## config.mk

```make
export PLATFORM = sky130hd
export DESIGN_NAME = xnor_popcount_neuron_array
export DESIGN_NICKNAME = d
export VERILOG_FILES = /design/src/rtl/core/xpn_pkg.sv /design/src/rtl/core/xpn_neuron.sv /design/src/rtl/core/xnor_popcount_neuron_array.sv
export SDC_FILE = /design/constraint.sdc
export NUM_CORES = 1
export LEC_CHECK = 0
export ABC_AREA = 1
export BUFFER_PORTS_ARGS = -buffer_cell sky130_fd_sc_hd__clkbuf_2
export CORE_MARGIN = 5
export CORE_UTILIZATION = 25
export CTS_CLUSTER_DIAMETER = 80
export DETAILED_ROUTE_END_ITERATION = 10
export HOLD_SLACK_MARGIN = 0.06
export SYNTH_ARGS = -nofsm -noshare
export SYNTH_HDL_FRONTEND = slang
export SYNTH_HIERARCHICAL = 1
export SYNTH_SLANG_ARGS = --single-unit
```

## constraint.sdc

```tcl
create_clock -name clk -period 7.4 [get_ports clk]
set_input_delay 0.37 -clock clk [delete_from_list [all_inputs] [get_ports clk]]
set_output_delay 0.37 -clock clk [all_outputs]
set_load 0.1 [all_outputs]
```

## src/rtl/core/xpn_pkg.sv

```systemverilog
// Package for the binarised neuron array: request codes, widths, the
// per-neuron command struct and the match_count function. It depends on nothing else.
`default_nettype none

package xpn_pkg;

    localparam int NEURON_COUNT = 8;
    localparam int IDX_W        = 3;
    localparam int WEIGHT_W     = 8;
    localparam int ACC_W        = 10;
    localparam int POP_W        = 4;

    localparam logic [ACC_W-1:0] ACC_MAX = {ACC_W{1'b1}};

    typedef enum logic [1:0] {
        REQ_CLEAR = 2'd0,
        REQ_LOAD  = 2'd1,
        REQ_BCAST = 2'd2,
        REQ_READ  = 2'd3
    } req_t;

    typedef struct packed {
        logic                clear;
        logic                bcast;
        logic [WEIGHT_W-1:0] data;
    } neuron_cmd_t;

    function automatic logic [POP_W-1:0] match_count(
        input logic [WEIGHT_W-1:0] w,
        input logic [WEIGHT_W-1:0] d
    );
        logic [WEIGHT_W-1:0] x;
        logic [POP_W-1:0]    n;
        x = ~(w ^ d);
        n = '0;
        for (int i = 0; i < WEIGHT_W; i++)
        begin
            n = n + POP_W'(x[i]);
        end
        return n;
    endfunction

endpackage

`default_nettype wire

```

## src/rtl/core/xpn_neuron.sv

```systemverilog
// One binarised neuron: its weight byte, its saturating accumulator and the
// XNOR and popcount update. Depends on xpn_pkg.
`default_nettype none

module xpn_neuron
    import xpn_pkg::*;
(
    input  wire logic                clk,
    input  wire logic                rst_n,
    input  wire neuron_cmd_t         cmd,
    input  wire logic                load,
    output logic [ACC_W-1:0]         acc_next
);

    logic [WEIGHT_W-1:0] weight_reg;
    logic [WEIGHT_W-1:0] weight_next;
    logic [ACC_W-1:0]    acc_reg;
    logic [ACC_W:0]      sum;

    always_comb
    begin
        sum         = {1'b0, acc_reg} + (ACC_W + 1)'(match_count(weight_reg, cmd.data));
        weight_next = load ? cmd.data : weight_reg;
        if (cmd.clear)
        begin
            acc_next = '0;
        end
        else if (cmd.bcast)
        begin
            acc_next = sum[ACC_W] ? ACC_MAX : sum[ACC_W-1:0];
        end
        else
        begin
            acc_next = acc_reg;
        end
    end

    always_ff @(posedge clk or negedge rst_n)
    begin
        if (!rst_n)
        begin
            weight_reg <= '0;
            acc_reg    <= '0;
        end
        else
        begin
            weight_reg <= weight_next;
            acc_reg    <= acc_next;
        end
    end

endmodule

`default_nettype wire

```

## src/rtl/core/xnor_popcount_neuron_array.sv

```systemverilog
// Top level of the binarised neuron array: input register, the neuron row
// and the result register. Depends on xpn_pkg and xpn_neuron.
//
// Each item is one access (clear, load weight, broadcast, read) and yields
// one item carrying the addressed neuron's accumulator after the access.
// One item is taken per cycle while the input is not stalled; an accepted
// item passes through the input register and then the result register, and
// the state of all neurons is updated as the item moves from the first to
// the second. The input is stalled only when both registers hold items and
// the output is stalled.
`default_nettype none

module xnor_popcount_neuron_array
    import xpn_pkg::*;
(
    input  wire logic               clk,
    input  wire logic               rst_n,
    input  wire logic               in_valid,
    output logic                    in_stall,
    input  wire logic [1:0]         req_type,
    input  wire logic [IDX_W-1:0]   neuron_index,
    input  wire logic [WEIGHT_W-1:0] data_byte,
    output logic                    out_valid,
    input  wire logic               out_stall,
    output logic [ACC_W-1:0]        acc_value
);

    logic                 s1_valid_reg;
    logic [1:0]           s1_req_reg;
    logic [IDX_W-1:0]     s1_idx_reg;
    logic [WEIGHT_W-1:0]  s1_data_reg;
    logic                 out_valid_reg;
    logic [ACC_W-1:0]     acc_value_reg;
    logic                 s1_move;
    logic                 in_take;
    logic                 idx_ok;
    neuron_cmd_t          cmd;
    logic                 load_any;
    logic [NEURON_COUNT-1:0]   load_sel;
    logic [ACC_W-1:0]     acc_next [NEURON_COUNT];
    logic [ACC_W-1:0]     result_next;

    assign s1_move  = s1_valid_reg && (!out_valid_reg || !out_stall);
    assign in_stall = s1_valid_reg && !s1_move;
    assign in_take  = in_valid && !in_stall;
    assign idx_ok   = 32'(s1_idx_reg) < NEURON_COUNT;

    always_comb
    begin
        cmd.clear = 1'b0;
        cmd.bcast = 1'b0;
        cmd.data  = s1_data_reg;
        load_any  = 1'b0;
        unique case (req_t'(s1_req_reg))
            REQ_CLEAR: cmd.clear = s1_move;
            REQ_LOAD:  load_any  = s1_move && idx_ok;
            REQ_BCAST: cmd.bcast = s1_move;
            REQ_READ:  ;
            default:   ;
        endcase
    end

    genvar g;
    generate
        for (g = 0; g < NEURON_COUNT; g++)
        begin : g_neuron
            assign load_sel[g] = load_any && (32'(s1_idx_reg) == g);

            xpn_neuron u_neuron (
                .clk      (clk),
                .rst_n    (rst_n),
                .cmd      (cmd),
                .load     (load_sel[g]),
                .acc_next (acc_next[g])
            );
        end
    endgenerate

    always_comb
    begin
        result_next = '0;
        for (int i = 0; i < NEURON_COUNT; i++)
        begin
            if (32'(s1_idx_reg) == i)
            begin
                result_next = acc_next[i];
            end
        end
    end

    always_ff @(posedge clk or negedge rst_n)
    begin
        if (!rst_n)
        begin
            s1_valid_reg  <= 1'b0;
            out_valid_reg <= 1'b0;
        end
        else
        begin
            if (in_take)
            begin
                s1_valid_reg <= 1'b1;
            end
            else if (s1_move)
            begin
                s1_valid_reg <= 1'b0;
            end
            if (s1_move)
            begin
                out_valid_reg <= 1'b1;
            end
            else if (!out_stall)
            begin
                out_valid_reg <= 1'b0;
            end
        end
    end

    always_ff @(posedge clk)
    begin
        if (in_take)
        begin
            s1_req_reg  <= req_type;
            s1_idx_reg  <= neuron_index;
            s1_data_reg <= data_byte;
        end
        if (s1_move)
        begin
            acc_value_reg <= result_next;
        end
    end

    assign out_valid = out_valid_reg;
    assign acc_value = acc_value_reg;

endmodule

`default_nettype wire

```

==> impl_summary.md <==
Worst hold path
The classification of the worst-slack hold path is input pin to flip-flop. The startpoint identified for the worst hold timing path is data_byte[5]. Counting instances, the worst hold path has a depth of 1. The worst hold path terminates at s1_data_reg[5]$_DFFE_PP_.

Setup path
STA classifies the critical path endpoint as a flip-flop. The largest fanout on the critical path is 16. Measured in cells, the most critical reg-to-reg path has a length of 19. The worst register-to-register path ends at acc_value[6]$_DFFE_PP_. At the worst endpoint, the required time is between 7000 and 8000 ps. The register-to-register setup slack is around 2400 ps. The setup path with the least slack is of type flip-flop to flip-flop. The startpoint of the most critical register-to-register path is s1_data_reg[1]$_DFFE_PP_. The worst setup path is launched from a flip-flop.

The data arrival time of the critical path is between 5000 and 6000 ps.

CTS
The clock insertion delay at the later pin of the skew report is ~430 ps. The cell sitting at the root of the clock tree is a sky130_fd_sc_hd__clkbuf_16. The number of levels the H-tree was split into is 4. After clock tree synthesis, the repair step resized 0 gates. After clock tree synthesis, the clock-pin slew on the worst setup and hold paths is roughly 80 ps. Clock tree synthesis inserted a total of 17 buffers.

In this run the deepest clock path goes through 2 buffers. The clock tree from TritonCTS is done. The number of clock sinks is roughly 170.

Detailed routing
The first TritonRoute pass finished after 5 iterations. For this block, the routed nets add up to around 26000 µm of wire. The per-cell routed wire length is 14.1 µm. The via count is roughly 8400.

The via count normalized by instance count is 4.50. In this run the remaining antenna-violating nets after routing total 0. For this run, design rule violations remaining after detail routing come to 0. For this block, the initial DRC count from the detailed router was about 520.

Cells and area
At the end of the flow the core is filled with cells to 0.284. In the final layout, the share of cells above drive strength 1 is 0.153. Counting the fill cells in the layout gives approximately 4600. The antenna cell count is 0.

The area growth from synthesis to layout is 12.9%. After the last flow step, the layout net total stands at between 1000 and 1500. The flip-flop count of the largest register after layout is 80.

STA
The number of max-slew violations in the final report is 0. The shortest clock period the worst path allows after layout is around 5000 ps. The number of failing setup endpoints in the final timing report is 0. For the pin with the worst max-slew slack, the measured transition is 1010 ps. The hold violation count in the final report is 0.

Of the available clock period, the critical path in the final layout requires 0.679. Static timing analysis puts the maximum clock frequency at between 150 and 200 MHz. On the final layout, the worst clock skew is ~12 ps. In this run the tightest slew margin relative to its limit is 0.326. Setup repair after global routing left no endpoint under its margin. Adding up every negative setup slack in the final design gives 0 ps.

Floorplan
In this run the count of I/O pins placed on the die edge is 29. The die covers approximately 49000 µm². In this run the vertical extent of the chip is ~220 µm. The placeable core region is about 44000 µm².

The width of the chip is 220 µm. The initial utilization of the core area, before any placement, comes to 0.251. After floorplanning, the core was divided into 77 placement rows.

Placement
Routability-driven placement finished with a final weighted congestion of between 0.8 and 0.9. Port buffering added 28 buffers. The total half-perimeter wirelength after legalization and detailed placement is between 15000 and 20000 µm.

Synth
Yosys printed 6 warnings. The largest total area in the synthesized netlist belongs to sky130_fd_sc_hd__dfrtp_1. The mean area per synthesized cell is ~9.0 µm². The sequential-to-total area share from yosys stat is 0.392. The count of cell types in the netlist is 33. After synthesis, the cell types taking the most area are sky130_fd_sc_hd__dfrtp_1 (33%), sky130_fd_sc_hd__fa_1 (7.2%), sky130_fd_sc_hd__mux2_2 (6.5%), sky130_fd_sc_hd__nand2_1 (6.3%), sky130_fd_sc_hd__edfxtp_1 (6.2%). The number of nets in the synthesized netlist is roughly 1300.

The mapped netlist covers roughly 11000 µm². Of the post-synthesis cell area, the dominant cell type holds 0.330. Counting every instance in the synthesized netlist gives between 1000 and 1500. The flop and latch count out of synthesis is 169.

Status
The run finished with clean final reports.

GRT
The maximum number of pins on one net before global-route repair is 83. The via count of the first global-routing pass is between 8000 and 9000. For this run, the total global-route usage over all layers was measured as 0.111.

The first-pass GRT wire length is around 44000 µm. The initial antenna violation count is 0. The global-route congestion overflow total is 0.

Pwr
The leakage power summed over all cells is ~0.0058 µW. Power comes to ~4800 µW. For this design the ratio of total power to cell area is 384 nW/µm². The peak ir drop on the vdd network is about 0.19 mV.

Job
Max-cap violations in this run came to 0.
metal layers:
layer | share of wire | global-route usage | vias up
li1 | - | - | 4141
met1 | 0.49 | 0.156 | 4055
met2 | 0.47 | 0.181 | 132
met3 | 0.029 | 0.0174 | 29
met4 | 0.016 | 0.0268 | 0
met5 | 0 | 0 | -
synth_stat cells, drive strengths merged:
master  number
buf         26
dfrtp      146
nand4       77
nor2        83
nand3b       1
ha          48
o211a        7
nor3        22
nor3b        1
clkbuf      11
o21ai       36
a31oi       24
a211oi       7
edfxtp      23
fa          40
xor2        44
mux2        64
o21a         1
nand3       96
xnor2       36
nor4         7
nand2      209
a21oi       35
inv        184
kinds of logic (layout without fill, tap and decap cells):
family / after synthesis / count (layout) / share of synthesized area
flip-flops: 169 / 169 / 0.392
AO/OA/AOI/OAI: 110 / 110 / 0.0578
XOR/XNOR: 80 / 80 / 0.0633
multiplexers: 64 / 64 / 0.0651
adder cells (fa/ha/maj): 88 / 88 / 0.127
buffers and inverters: 221 / 259 / 0.0790
AND/OR/NAND/NOR: 496 / 496 / 0.216
placed cells by master, fill, tap and decap left out, drive strengths merged:
master,count
nand2,209
inv,193
dfrtp,146
nand3,96
nor2,83
nand4,77
mux2,64
ha,48
xor2,44
clkbuf,44
fa,40
xnor2,36
o21ai,36
a21oi,35
a31oi,24
edfxtp,23
nor3,22
buf,15
nor4,7
o211a,7
a211oi,7
clkinv,4
bufinv,1
clkinvlp,1
o21a,1
nor3b,1
nand3b,1
dlygate4sd3,1
per-stage QoR:
step	cell area [µm²]	cells	hold slack, ps	setup slack (ps)
floorplan	11100	1228	74.4	2790
finish	12500	1858	110	2380
global route	12500	1858	91.0	2070
detailed placement	11900	1825	454	2380
global placement	11900	1825	456	2440
CTS	12500	1858	93.5	2340
power by group:
group	switching [µW]	total [µW]	internal, µW	leakage (µW)
clock network	432	916	484	0.000291
logic	1530	2570	1050	0.00336
registers	157	1310	1150	0.00215
total	2110	4800	2680	0.00580
critical path, cell delays in order (launching register included):
cell and delay [ps]:
sky130_fd_sc_hd__edfxtp_1 750, sky130_fd_sc_hd__xor2_1 280, sky130_fd_sc_hd__fa_1 480, sky130_fd_sc_hd__fa_1 520, sky130_fd_sc_hd__inv_1 50, sky130_fd_sc_hd__fa_1 570
sky130_fd_sc_hd__fa_1 230, sky130_fd_sc_hd__inv_1 70, sky130_fd_sc_hd__fa_1 410, sky130_fd_sc_hd__inv_1 70, sky130_fd_sc_hd__nand3_1 70, sky130_fd_sc_hd__nand2_2 120
sky130_fd_sc_hd__nand2_1 90, sky130_fd_sc_hd__nor2_1 190, sky130_fd_sc_hd__nand3_1 90, sky130_fd_sc_hd__o211a_1 150, sky130_fd_sc_hd__nand4_1 120, sky130_fd_sc_hd__nand4_1 150
sky130_fd_sc_hd__nor2_1 220, sky130_fd_sc_hd__nand4_1 130
final cells by class:
cell class	count	area, µm²	share of cell area
clock buffers	17	425	0.0340
repair buffers	43	262	0.0209
clock inverters	15	174	0.0139
flip-flops and latches	169	4340	0.348
well taps	592	741	0.0593
multi-input cells	838	5860	0.469
inverters	184	691	0.0553
repair_timing:
item,in CTS,in global routing
hold endpoints to repair,69,0
setup buffers,0,0
hold buffers,1,0
worst max path at each step:
stage,from,to,cells past startpoint
finish,s1_data_reg[1]$_DFFE_PP_,acc_value[6]$_DFFE_PP_,19
global route,s1_data_reg[0]$_DFFE_PP_,acc_value[6]$_DFFE_PP_,19
floorplan,out_valid$_DFFE_PN0P_,acc_value[6]$_DFFE_PP_,11
detailed placement,s1_data_reg[0]$_DFFE_PP_,acc_value[6]$_DFFE_PP_,19
CTS,s1_data_reg[1]$_DFFE_PP_,acc_value[6]$_DFFE_PP_,19
global placement,s1_data_reg[0]$_DFFE_PP_,acc_value[6]$_DFFE_PP_,19
Power figures use the tool's default switching activity.
